[config.mk]
export PLATFORM = sky130hd
export DESIGN_NAME = integer_to_ascii_formatter
export DESIGN_NICKNAME = d
export VERILOG_FILES = /design/src/rtl/i2a_pkg.sv /design/src/rtl/i2a_digit_cell.sv /design/src/rtl/i2a_converter.sv /design/src/rtl/i2a_emitter.sv /design/src/rtl/integer_to_ascii_formatter.sv
export SDC_FILE = /design/constraint.sdc
export NUM_CORES = 1
export LEC_CHECK = 0
export ABC_AREA = 0
export BUFFER_PORTS_ARGS = -buffer_cell sky130_fd_sc_hd__buf_2
export CORE_ASPECT_RATIO = 1.2
export CORE_UTILIZATION = 57
export CTS_CLUSTER_DIAMETER = 60
export DETAILED_ROUTE_END_ITERATION = 7
export GPL_TIMING_DRIVEN = 1
export PLACE_DENSITY_LB_ADDON = 0.25
export SLEW_MARGIN = 20
export SYNTH_ARGS = -nofsm -noshare
export SYNTH_HDL_FRONTEND = slang
export SYNTH_SLANG_ARGS = --single-unit
[constraint.sdc]
create_clock -name clk -period 4.3 [get_ports clk]
set_input_delay 0.43 -clock clk [delete_from_list [all_inputs] [get_ports clk]]
set_output_delay 0.43 -clock clk [all_outputs]
set_load 0.05 [all_outputs]
[src/rtl/i2a_pkg.sv]
// Package: shared types, mode codes and character constants for the formatter.
`timescale 1ns / 1ps
`default_nettype none
package i2a_pkg;

  localparam int NUM_DIGITS    = 10;
  localparam int NUM_POS       = 11;
  localparam int BITS_PER_STEP = 4;

  localparam logic [3:0] FUNC_U32_DEC = 4'd0;
  localparam logic [3:0] FUNC_S32_DEC = 4'd1;
  localparam logic [3:0] FUNC_U16_DEC = 4'd2;
  localparam logic [3:0] FUNC_S16_DEC = 4'd3;
  localparam logic [3:0] FUNC_U8_DEC  = 4'd4;
  localparam logic [3:0] FUNC_S8_DEC  = 4'd5;
  localparam logic [3:0] FUNC_HEX32   = 4'd6;
  localparam logic [3:0] FUNC_HEX16   = 4'd7;
  localparam logic [3:0] FUNC_HEX8    = 4'd8;

  localparam logic [6:0] CHAR_ZERO  = 7'h30;
  localparam logic [6:0] CHAR_A     = 7'h41;
  localparam logic [6:0] CHAR_MINUS = 7'h2D;

  localparam logic [3:0] NIB_FIVE  = 4'h5;
  localparam logic [3:0] NIB_THREE = 4'h3;
  localparam logic [3:0] NIB_TEN   = 4'hA;

  typedef struct packed {
    logic [3:0]  func;
    logic [31:0] value;
  } in_t;

  typedef struct packed {
    logic [6:0] char_code;
    logic       is_last;
    logic [3:0] text_length;
  } out_t;

  // converter to emitter hand-over
  typedef struct packed {
    logic        hex;
    logic        neg;
    logic [3:0]  ndig;
    logic [39:0] bcd;
    logic [31:0] hexval;
  } conv_t;

endpackage
`default_nettype wire

[src/rtl/i2a_digit_cell.sv]
// One BCD digit of the double dabble row: add-3 and shift, four bits per cycle while shift is high.
`timescale 1ns / 1ps
`default_nettype none
module i2a_digit_cell (
  input  wire logic       clk,
  input  wire logic       clear,
  input  wire logic       shift,
  input  wire logic [3:0] cin,
  output logic      [3:0] cout,
  output logic      [3:0] digit
);

  logic [3:0] digit_r;
  logic [3:0] digit_nxt;
  logic [3:0] nib [5];
  logic [3:0] adj [4];

  // cin[3] is the first bit in, cout[3] the first bit out
  always_comb begin
    nib[0] = digit_r;
    for (int j = 0; j < i2a_pkg::BITS_PER_STEP; j++) begin
      adj[j] = (nib[j] >= i2a_pkg::NIB_FIVE) ? nib[j] + i2a_pkg::NIB_THREE : nib[j];
      cout[3-j] = adj[j][3];
      nib[j+1] = {adj[j][2:0], cin[3-j]};
    end
    digit_nxt = nib[4];
  end

  always_ff @(posedge clk) begin
    if (clear) begin
      digit_r <= '0;
    end else if (shift) begin
      digit_r <= digit_nxt;
    end
  end

  assign digit = digit_r;

endmodule
`default_nettype wire

[src/rtl/i2a_converter.sv]
// Mode decode, sign handling and the row of double dabble digit cells.
`timescale 1ns / 1ps
`default_nettype none
module i2a_converter (
  input  wire logic          clk,
  input  wire logic          rst_n,
  input  wire logic          start,
  input  wire i2a_pkg::in_t  in_data,
  input  wire logic          emit_free,
  output logic               busy,
  output logic               xfer,
  output i2a_pkg::conv_t     res
);

  logic        busy_r;
  logic [3:0]  steps_r;
  logic [31:0] bin_r;
  logic        hex_r;
  logic        neg_r;
  logic [3:0]  ndig_r;

  logic        accept;
  logic        func_ok;
  logic        is_hex;
  logic        is_signed;
  logic [3:0]  ndig;
  logic [31:0] mask;
  logic [31:0] vm;
  logic        msb;
  logic        neg;
  logic [31:0] mag;
  logic [31:0] mag_just;
  logic        shifting;

  logic [3:0]  cin   [i2a_pkg::NUM_DIGITS];
  logic [3:0]  cout  [i2a_pkg::NUM_DIGITS];
  logic [3:0]  digit [i2a_pkg::NUM_DIGITS];

  always_comb begin
    func_ok   = 1'b1;
    is_hex    = 1'b0;
    is_signed = 1'b0;
    ndig      = 4'd8;
    case (in_data.func) inside
      i2a_pkg::FUNC_U32_DEC, i2a_pkg::FUNC_S32_DEC, i2a_pkg::FUNC_HEX32: ndig = 4'd8;
      i2a_pkg::FUNC_U16_DEC, i2a_pkg::FUNC_S16_DEC, i2a_pkg::FUNC_HEX16: ndig = 4'd4;
      i2a_pkg::FUNC_U8_DEC,  i2a_pkg::FUNC_S8_DEC,  i2a_pkg::FUNC_HEX8:  ndig = 4'd2;
      default: func_ok = 1'b0;
    endcase
    if (in_data.func inside {i2a_pkg::FUNC_HEX32, i2a_pkg::FUNC_HEX16, i2a_pkg::FUNC_HEX8}) begin
      is_hex = 1'b1;
    end
    if (in_data.func inside {i2a_pkg::FUNC_S32_DEC, i2a_pkg::FUNC_S16_DEC,
                             i2a_pkg::FUNC_S8_DEC}) begin
      is_signed = 1'b1;
    end
    case (ndig)
      4'd4: begin
        mask = 32'h0000_FFFF;
        msb  = in_data.value[15];
      end
      4'd2: begin
        mask = 32'h0000_00FF;
        msb  = in_data.value[7];
      end
      default: begin
        mask = 32'hFFFF_FFFF;
        msb  = in_data.value[31];
      end
    endcase
    vm  = in_data.value & mask;
    neg = is_signed && msb;
    mag = neg ? ((~vm) + 32'd1) & mask : vm;
    case (ndig)
      4'd4:    mag_just = {mag[15:0], 16'b0};
      4'd2:    mag_just = {mag[7:0], 24'b0};
      default: mag_just = mag;
    endcase
  end

  assign xfer     = busy_r && (steps_r == 4'd0) && emit_free;
  assign busy     = busy_r && !xfer;
  assign accept   = start && !busy;
  assign shifting = busy_r && (steps_r != 4'd0);

  always_ff @(posedge clk) begin
    if (!rst_n) begin
      busy_r  <= 1'b0;
      steps_r <= 4'd0;
    end else if (accept && func_ok) begin
      busy_r  <= 1'b1;
      steps_r <= is_hex ? 4'd0 : ndig;
    end else if (shifting) begin
      steps_r <= steps_r - 4'd1;
    end else if (xfer) begin
      busy_r  <= 1'b0;
    end
  end

  always_ff @(posedge clk) begin
    if (accept && func_ok) begin
      bin_r  <= is_hex ? vm : mag_just;
      hex_r  <= is_hex;
      neg_r  <= neg && !is_hex;
      ndig_r <= ndig;
    end else if (shifting) begin
      bin_r  <= {bin_r[27:0], 4'b0};
    end
  end

  assign cin[0] = bin_r[31:28];

  for (genvar d = 0; d < i2a_pkg::NUM_DIGITS; d++) begin : g_cell
    if (d > 0) begin : g_link
      assign cin[d] = cout[d-1];
    end
    i2a_digit_cell u_cell (
      .clk   (clk),
      .clear (accept && func_ok),
      .shift (shifting),
      .cin   (cin[d]),
      .cout  (cout[d]),
      .digit (digit[d])
    );
  end

  always_comb begin
    res.hex    = hex_r;
    res.neg    = neg_r;
    res.ndig   = ndig_r;
    res.hexval = bin_r;
    for (int d = 0; d < i2a_pkg::NUM_DIGITS; d++) begin
      res.bcd[4*d +: 4] = digit[d];
    end
  end

  a_idle_no_steps: assert property (@(posedge clk) disable iff (!rst_n)
    !busy_r |-> steps_r == 4'd0)
    else $error("steps pending while converter idle");

  a_steps_count: assert property (@(posedge clk) disable iff (!rst_n)
    shifting |=> steps_r == $past(steps_r) - 4'd1)
    else $error("dabble step count skipped");

  a_no_early_xfer: assert property (@(posedge clk) disable iff (!rst_n)
    xfer |=> !shifting || $past(accept))
    else $error("conversion still running after transfer");

endmodule
`default_nettype wire

[src/rtl/i2a_emitter.sv]
// Character shift line: builds the eleven character slots and shifts one out per cycle.
`timescale 1ns / 1ps
`default_nettype none
module i2a_emitter (
  input  wire logic           clk,
  input  wire logic           rst_n,
  input  wire logic           load,
  input  wire i2a_pkg::conv_t res,
  output logic                emit_free,
  output logic                out_valid,
  output i2a_pkg::out_t       out_data
);

  localparam int NP = i2a_pkg::NUM_POS;

  i2a_pkg::out_t cell_r [NP];
  logic [NP-1:0] vld_r;
  logic [3:0]    cnt_r;

  i2a_pkg::out_t cell_nxt [NP];
  logic [NP-1:0] vld_nxt;
  logic [i2a_pkg::NUM_DIGITS-1:0] started;
  logic [39:0]   hex_wide;
  logic [3:0]    len;
  logic [3:0]    nib;

  always_comb begin
    hex_wide = {8'b0, res.hexval};
    started[i2a_pkg::NUM_DIGITS-1] = res.bcd[39:36] != 4'd0;
    for (int d = i2a_pkg::NUM_DIGITS - 2; d >= 0; d--) begin
      started[d] = started[d+1] || (res.bcd[4*d +: 4] != 4'd0) || (d == 0);
    end
    for (int p = 0; p < NP; p++) begin
      cell_nxt[p] = '0;
      vld_nxt[p]  = 1'b0;
    end
    cell_nxt[0].char_code = i2a_pkg::CHAR_MINUS;
    vld_nxt[0] = res.neg;
    for (int p = 1; p < NP; p++) begin
      if (res.hex) begin
        nib = hex_wide[4*(NP-1-p) +: 4];
        cell_nxt[p].char_code = (nib < i2a_pkg::NIB_TEN) ?
                                i2a_pkg::CHAR_ZERO + {3'b0, nib} :
                                i2a_pkg::CHAR_A + {3'b0, nib} - {3'b0, i2a_pkg::NIB_TEN};
        vld_nxt[p] = (p >= 3) && (4'(NP - 1 - p) < res.ndig);
      end else begin
        nib = res.bcd[4*(NP-1-p) +: 4];
        cell_nxt[p].char_code = i2a_pkg::CHAR_ZERO + {3'b0, nib};
        vld_nxt[p] = started[NP-1-p];
      end
    end
    len = 4'd0;
    for (int p = 0; p < NP; p++) begin
      len = len + {3'b0, vld_nxt[p]};
    end
    cell_nxt[NP-1].is_last     = 1'b1;
    cell_nxt[NP-1].text_length = len;
  end

  assign emit_free = cnt_r <= 4'd1;

  always_ff @(posedge clk) begin
    if (!rst_n) begin
      vld_r <= '0;
      cnt_r <= 4'd0;
    end else if (load) begin
      vld_r <= vld_nxt;
      cnt_r <= 4'(NP);
    end else begin
      vld_r <= {1'b0, vld_r[NP-1:1]};
      if (cnt_r != 4'd0) begin
        cnt_r <= cnt_r - 4'd1;
      end
    end
  end

  always_ff @(posedge clk) begin
    for (int p = 0; p < NP; p++) begin
      if (load) begin
        cell_r[p] <= cell_nxt[p];
      end else if (p < NP - 1) begin
        cell_r[p] <= cell_r[p+1];
      end
    end
  end

  assign out_valid = vld_r[0];
  assign out_data  = cell_r[0];

  a_valid_in_window: assert property (@(posedge clk) disable iff (!rst_n)
    out_valid |-> cnt_r != 4'd0)
    else $error("character strobe outside an active slot window");

  a_last_at_end: assert property (@(posedge clk) disable iff (!rst_n)
    out_valid && out_data.is_last |-> cnt_r == 4'd1)
    else $error("last character not in final slot");

  a_load_when_free: assert property (@(posedge clk) disable iff (!rst_n)
    load |-> emit_free)
    else $error("shift line overwritten while characters pending");

endmodule
`default_nettype wire

[src/rtl/integer_to_ascii_formatter.sv]
// Top level: integer to ASCII formatter, decimal by double dabble or fixed-width hex.
`timescale 1ns / 1ps
`default_nettype none
// Usage:
//   Input: present in_data (func, value) with start; the number transfers at a rising
//   edge where start is high and busy is low. Unused func codes transfer and give nothing.
//   Output: each character appears on out_data for one cycle with out_valid high; the
//   receiver must take it then. Characters come most significant first, possibly with
//   idle cycles between them where leading zeros were dropped. The final character has
//   is_last set and text_length holding the character count.
//   Flow: the digit row converts four bits per cycle for decimal modes and is skipped for hex;
//   the result is then handed to the eleven-slot character line once that line is free, and
//   the line then shifts the characters out.
//   Overlap: the eleven-slot character line, which shifts one slot per cycle, sets the pace;
//   the next number converts while the current one is shifted out, and busy drops in the
//   cycle of hand-over.
//   Reset (synchronous, rst_n low) empties both stages; no characters are pending after.
module integer_to_ascii_formatter (
  input  wire logic          clk,
  input  wire logic          rst_n,
  input  wire logic          start,
  output logic               busy,
  input  wire i2a_pkg::in_t  in_data,
  output logic               out_valid,
  output i2a_pkg::out_t      out_data
);

  logic           emit_free;
  logic           xfer;
  i2a_pkg::conv_t res;

  i2a_converter u_conv (
    .clk       (clk),
    .rst_n     (rst_n),
    .start     (start),
    .in_data   (in_data),
    .emit_free (emit_free),
    .busy      (busy),
    .xfer      (xfer),
    .res       (res)
  );

  i2a_emitter u_emit (
    .clk       (clk),
    .rst_n     (rst_n),
    .load      (xfer),
    .res       (res),
    .emit_free (emit_free),
    .out_valid (out_valid),
    .out_data  (out_data)
  );

endmodule
`default_nettype wire
==> results of run 1 <==
[cells by family after synthesis]
family                   Yosys count
AO/OA/AOI/OAI                    497
buffers and inverters            229
flip-flops                       228
XOR/XNOR                          66
adder cells (fa/ha/maj)          109
multiplexers                      62
AND/OR/NAND/NOR                  646
[registers in the layout (all words and copies together) (netlist names), 3 cells and up]
| name | count |
|---|---|
| u_conv.bin_r | 32 |
| u_conv.g_cell.u_cell.digit | 40 |
| u_conv.ndig_r | 3 |
| u_conv.steps_r | 4 |
| u_emit.cell_r | 131 |
| u_emit.cnt_r | 4 |
| u_emit.vld_r | 11 |
[worst min-delay path by stage]
stage / start / to / slack, ns
2_1_floorplan: u_emit.cell_r[0][22]$_SDFF_PP1_ / u_emit.cell_r[0][10]$_SDFF_PP1_ / 0.39
3_3_place_gp: u_emit.cell_r[0][45]$_DFF_P_ / u_emit.cell_r[0][33]$_SDFF_PP1_ / 0.39
3_5_place_dp: u_emit.cell_r[0][20]$_DFF_P_ / u_emit.cell_r[0][8]$_SDFF_PP1_ / 0.40
4_1_cts: start / u_conv.busy_r$_SDFFE_PN0P_ / 0.19
5_1_grt: start / u_conv.busy_r$_SDFFE_PN0P_ / 0.22
6_report: start / u_conv.busy_r$_SDFFE_PN0P_ / 0.21
[routing by layer]
| layer | global-route usage (%) | wire length, um | share of wire [%] |
|---|---|---|---|
| met5 | 0 | 0 | 0 |
| met4 | 12.4 | 1970 | 4.7 |
| met3 | 2.94 | 2160 | 5.1 |
| met2 | 51.6 | 21600 | 51 |
| met1 | 33.9 | 16200 | 39 |
[synth_stat cells, types with 32 or more instances]
library cell  instances  area share, %
xnor2_1              47            2.7
ha_1                103            8.6
nor2_1              129            3.2
inv_1               139            3.5
clkbuf_1             68            1.7
mux2i_1              48            3.2
nand2b_1             44            1.8
and2_1               78            3.2
edfxtp_1             48            9.6
nor2b_1              44            1.8
nand3_1              33            1.1
nand2_1             203            5.1
o21ai_0             132            4.4
nor3_1               32            1.1
a21oi_1              92            3.1
dfxtp_1             180             24
[final cells by class]
class                           instances  area, sq um  area share, %
Clock buffer                           32          673           3.51
Sequential cell                       228         5070           26.5
Timing Repair Buffer                  282         2030           10.6
Tap cell                              330          413           2.15
Multi-Input combinational cell       1380        10400           54.0
Clock inverter                         11         88.8          0.463
Inverter                              141          544           2.84
[power by group through the flow]
stage / Sequential, W / Combinational [W] / Clock [W]
2_1_floorplan: 0.00291 / 0.00328 / 0
3_3_place_gp: 0.00297 / 0.00456 / 0
3_5_place_dp: 0.00299 / 0.00473 / 0
4_1_cts: 0.00295 / 0.00504 / 0.00201
5_1_grt: 0.00302 / 0.00652 / 0.00209
6_report: 0.00296 / 0.00599 / 0.00199
[through the flow]
step	utilization [%]	setup TNS, ns	cells
after global routing	74.6	-2.59	2404
after global placement	65.8	-0.170	2306
after floorplan	-	-0.0389	1837
final	74.6	-0.408	2404
after detailed placement	65.8	-1.97	2306
after CTS	70.0	-0.000492	2366
[tightest hold or removal path, delay by kind of cell]
kind / cells / cell delay, ns
and+or+nand+nor: 1 / 0.07
AOI/OAI and AO/OA: 1 / 0.08
buffers and inverters: 1 / 0.11
[timing repair]
action,in CTS,in global routing
endpoints found under the hold margin,0,0
setup endpoints to repair,22,30
pin swaps,21,84
setup buffers,17,38
resized for setup,44,217
==> metrics, run 1 <==
clk sinks=228; Clk pwr share=18.2%; CP max stage delay=0.35 ns; die width=150 um; worst setup path end=u_conv.g_cell[1].u_cell.digit[1]$_SDFFE_PP0P_; Sequential Power Share=27.1%; DR pass1 iterations=6; R2R Path Start=u_conv.g_cell[1].u_cell.digit[1]$_SDFFE_PP0P_; cell depth of the worst hold path=3; crit path DAT=4.79 ns; commonest cells after routing, fill and taps aside=224 x buf_4, 197 x nand2_1, 164 x dfxtp_1, 117 x nor2_1, 116 x o21ai_0; flops & latches, synth=228; post-synthesis sequential area ratio=33.5%; Worst EP required=4.66 ns; Area Growth Syn to Fin=27.3%; initial antenna violation count=0; starting density of the core=58.6%; PortBufs=52; core area=25700 sq um; pin count of the biggest net entering global routing=102; CTS Hold Bufs=0; Final Max Tran Viols=0; PD cells=571 nW/um^2; Hold WC Path Type=in2reg; final-report setup violation count=7; Max VDD drop=987 uV; RR Endpoint=u_conv.g_cell[1].u_cell.digit[1]$_SDFFE_PP0P_; CP Capture Type=register; fraction of synthesized area in multiplexers=4.23%; status=finished, violations left; Sw Pwr=0.00413 W; Fmax=226 MHz; CTS tree=yes; Most used DFF post-synth=dfxtp_1; H-tree depth=1; Final ANT Viol Nets=0; # rows=64; syn_nets=1985; height of the die=180 um; Post-Synth Adder-Cell Area=9.35%; Place WS=-0.197 ns; simple-gate area share of the yosys netlist=21.5%; Synth Cell Area=15100 sq um; Routability Congestion=0.937; CTS clock-pin slew for the worst setup and hold paths=0.06 ns; Async SR Flop Fraction=0%; Synth Area in Compound Gates=21.6%; Bufs on Longest Clock Path=3; DP Wirelength=28300 um; worst r2r path cells=26; CTS Root Cell=clkbuf_16; final WL=42000 um; via count=14500; P_int=0.00681 W; startpoint types=register; Clk Latency, worst-skew pair=0.53 ns; Sw Share=37.8%; Max stage delay cell, worst path=dfxtp_2; total CTS buffers=24; Design Power=0.0109 W; nets@finish=2205; fraction of synthesized cell area in xor and xnor cells=3.84%; library cells used by synthesis=77; WL per Instance=17.5 um; main combinational cell family by area after synthesis=compound AO/OA/AOI/OAI gates; I/O pins=53; DR DRC count=0; DR iter-0 viols=965; Yosys Warn Count=0; RSZ-0062 raised after global routing=yes; Tcrit/Tclk final=103%; hold violation count in the final report=0; share of cells above drive strength 1=27.8%; Least-Margin Pin Slew=0.943 ns; failing checks=setup timing; maxcap violations=0; gate family responsible for the most delay along the worst path=simple AND/OR/NAND/NOR gates; Min Clock Period, post-route=4.43 ns; routed vias/inst=6.01; Post-synth EDFFs=48; crit path launch=u_conv.g_cell[1].u_cell.digit[1]$_SDFFE_PP0P_; Slew headroom=37.1%; Fillers=1758; Crit Path Class=reg2reg; worst setup margin=-0.133 ns; crit path max fanout=3; synthesized instance count=1837; post-route cell area=19200 sq um; Gate power share=54.7%; commonest non-fill, non-tap cell in the layout=buf_4; number of global-route vias before repair=13500; CP bufs+invs=4; Total GRT Usage=28.7%; first-pass GRT wire length=63600 um; GRT Residual Overflow=0; worst hold slack=0.214 ns; Area after DPL=16900 sq um; Clock Skews=0.0124 ns; leakage dissipation=8.11 nW; critical path depth=26; flop-to-flop setup slack=-0.13 ns; syn avg cell area=8.20 sq um; ANT cells=0; die area=27100 sq um
Note: power is estimated with default switching activity, not from simulation.
==> inputs of run 2 (changes only) <==
- CORE_MARGIN: default -> 3
- CORE_UTILIZATION: 57 -> 45
- RECOVER_POWER: default -> 25
==> run 2 against run 1 <==
Against the previous run:
- the flow finishes with violations (capacitance limit, slew limit)
- via count is 3.4% lower
- clock-buffer cell count is 7 higher
- final area is 0.59% higher
- power is 0.33% higher
- setup slack better by 0.25 ns
- final cell count is 5.0% higher
- first-iteration DRC count is 5.5% higher
- clock skew is 0.0097 ns higher
==> metrics, run 2 (synthesized netlist as in run 1, its figures left out) <==
pin count of the biggest net entering global routing=91; Tcrit/Tclk final=97.3%; commonest non-fill, non-tap cell in the layout=buf_4; Total GRT Usage=21.2%; crit path DAT=4.58 ns; starting density of the core=46.2%; commonest cells after routing, fill and taps aside=221 x buf_4, 194 x nand2_1, 164 x dfxtp_1, 120 x o21ai_0, 119 x nor2_1; nets@finish=2206; DP Wirelength=29700 um; Area Growth Syn to Fin=28.0%; hold_sp=start; share of cells above drive strength 1=26.7%; failing checks=capacitance limit, slew limit; initial antenna violation count=0; H-tree depth=1; DR DRC count=0; Min Clock Period, post-route=4.18 ns; maxcap violations=1; CTS clock-pin slew for the worst setup and hold paths=0.05 ns; Clk Latency, worst-skew pair=0.54 ns; RSZ-0062 raised after global routing=yes; Clock Skews=0.0221 ns; Final Max Tran Viols=68; R2R Path Start=u_conv.g_cell[2].u_cell.digit[1]$_SDFFE_PP0P_; final-report setup violation count=0; CP Capture Type=register; GRT Residual Overflow=0; CTS Root Cell=clkbuf_16; Least-Margin Pin Slew=2.22 ns; Crit Path Class=reg2reg; die width=173 um; total CTS buffers=28; final non-filler cell total=2524; hold violation count in the final report=0; Final ANT Viol Nets=0; final WL=41100 um; via count=14000; Area after DPL=17200 sq um; core area=32600 sq um; Fmax=239 MHz; WL per Instance=16.3 um; die area=35700 sq um; height of the die=206 um; Routability Congestion=0.939; CTS tree=yes; DR iter-0 viols=1018; Max stage delay cell, worst path=dfxtp_2; first-pass GRT wire length=63800 um; Slew headroom=-48.0%; CP max stage delay=0.33 ns; DR pass1 iterations=7; crit path launch=u_conv.g_cell[2].u_cell.digit[1]$_SDFFE_PP0P_; leakage dissipation=8.08 nW; number of cells after detailed placement=2443; startpoint types=register; Worst EP required=4.70 ns; Hold WC Path Type=in2reg; Max VDD drop=891 uV; status=finished, violations left; clk sinks=228; PD cells=569 nW/um^2; crit path max fanout=4; number of global-route vias before repair=13100; # rows=72; max reg flops=131; Bufs on Longest Clock Path=3; Design Power=0.0110 W; ANT cells=0; post-route cell area=19300 sq um; Top reg by flops=u_emit.cell_r; PortBufs=52; routed vias/inst=5.53; CTS Hold Bufs=0; I/O pins=53; cell breakdown of the critical path=inv_4 -> ha_4 -> nor2b_4 -> o21ai_2 -> nor2_2 -> inv_2 -> ha_4 -> nor2b_4 -> o31ai_4 -> xnor2_2 -> inv_2 -> ha_4 -> nand2b_4 -> and2_4 -> o32a_1 -> nor2_2 -> nor2_2 -> xor2_1 -> inv_1 -> ha_2 -> nand2b_4 -> and3_1 -> o211a_1 -> a221o_1
-- run 2: cell count changes in the layout (fill, tap and decap cells not counted), moves of 4 or more --
cell	previous run	this run
clkbuf_1	6	20
xnor2_2	11	16
buf_2	52	39
clkbuf_16	26	30
clkbuf_8	0	5
and2_1	74	55
xnor2_4	7	3
o21ai_0	116	120
and2_0	0	17
ha_1	56	62
nor2b_2	3	9
ha_2	29	23
nor2b_4	14	9
-- run 2: where the power goes --
group          leakage (nW)  switching [W]  total (W)  internal, W
clock network         0.473       0.000943    0.00238      0.00144
logic                  5.66        0.00287    0.00564      0.00276
registers              1.95       0.000217    0.00297      0.00275
total                  8.08        0.00403     0.0110      0.00695
-- run 2: final timing paths --
| check | end | slack, ns | cells after the start |
|---|---|---|---|
| worst max-delay path | u_conv.g_cell[3].u_cell.digit[0]$_SDFFE_PP0P_ | 0.12 | 24 |
| worst min register to register | u_emit.cell_r[0][5]$_SDFF_PP1_ | 0.41 | 1 |
| worst max register to register | u_conv.g_cell[3].u_cell.digit[0]$_SDFFE_PP0P_ | 0.12 | 24 |
| worst min-delay path | u_conv.busy_r$_SDFFE_PN0P_ | 0.20 | 3 |
-- run 2: cell type report --
| class | instances | area, sq um |
|---|---|---|
| inverter | 141 | 539 |
| sequential | 228 | 5070 |
| tap | 444 | 556 |
| timing repair buffer | 279 | 1970 |
| fill | 2911 | 13300 |
| clock buffer | 39 | 835 |
| multi-input combinational | 1380 | 10200 |
| clock inverter | 13 | 131 |
-- run 2: metal layers --
layer	vias to the layer above	wire length, um	track usage, %
met5	-	0	0
met4	0	839	5.01
met3	76	1740	2.35
met2	336	21800	40.6
met1	6635	16700	25.4
li1	6913	-	-
-- run 2: per-stage QoR --
| step | setup WS [ns] | hold WS, ns | utilization, % | TNS [ns] |
|---|---|---|---|---|
| 3_5_place_dp | -0.0781 | 0.393 | 52.8 | -0.611 |
| 2_1_floorplan | -0.0276 | 0.386 | - | -0.0389 |
| 5_1_grt | -0.157 | 0.222 | 59.2 | -1.55 |
| 4_1_cts | 0.00542 | 0.196 | 56.1 | 0 |
| 6_report | 0.116 | 0.204 | 59.2 | 0 |
| 3_3_place_gp | -0.0162 | 0.387 | 52.8 | -0.0298 |
-- run 2: repair_timing --
item,CTS,global route
gates cloned,0,0
pin swaps,13,57
resized for setup,20,204
endpoints found under the setup margin,17,29
buffers inserted,5,24
endpoints found under the hold margin,0,0
-- run 2: worst max-delay path, delay by kind of cell, from the launching register on --
kind,cells,cell delay (ns)
compound gates,5,1.07
xor+xnor,2,0.36
fa+ha+maj,4,0.68
buf+inv,4,0.37
flops,1,0.33
simple gates,9,1.24
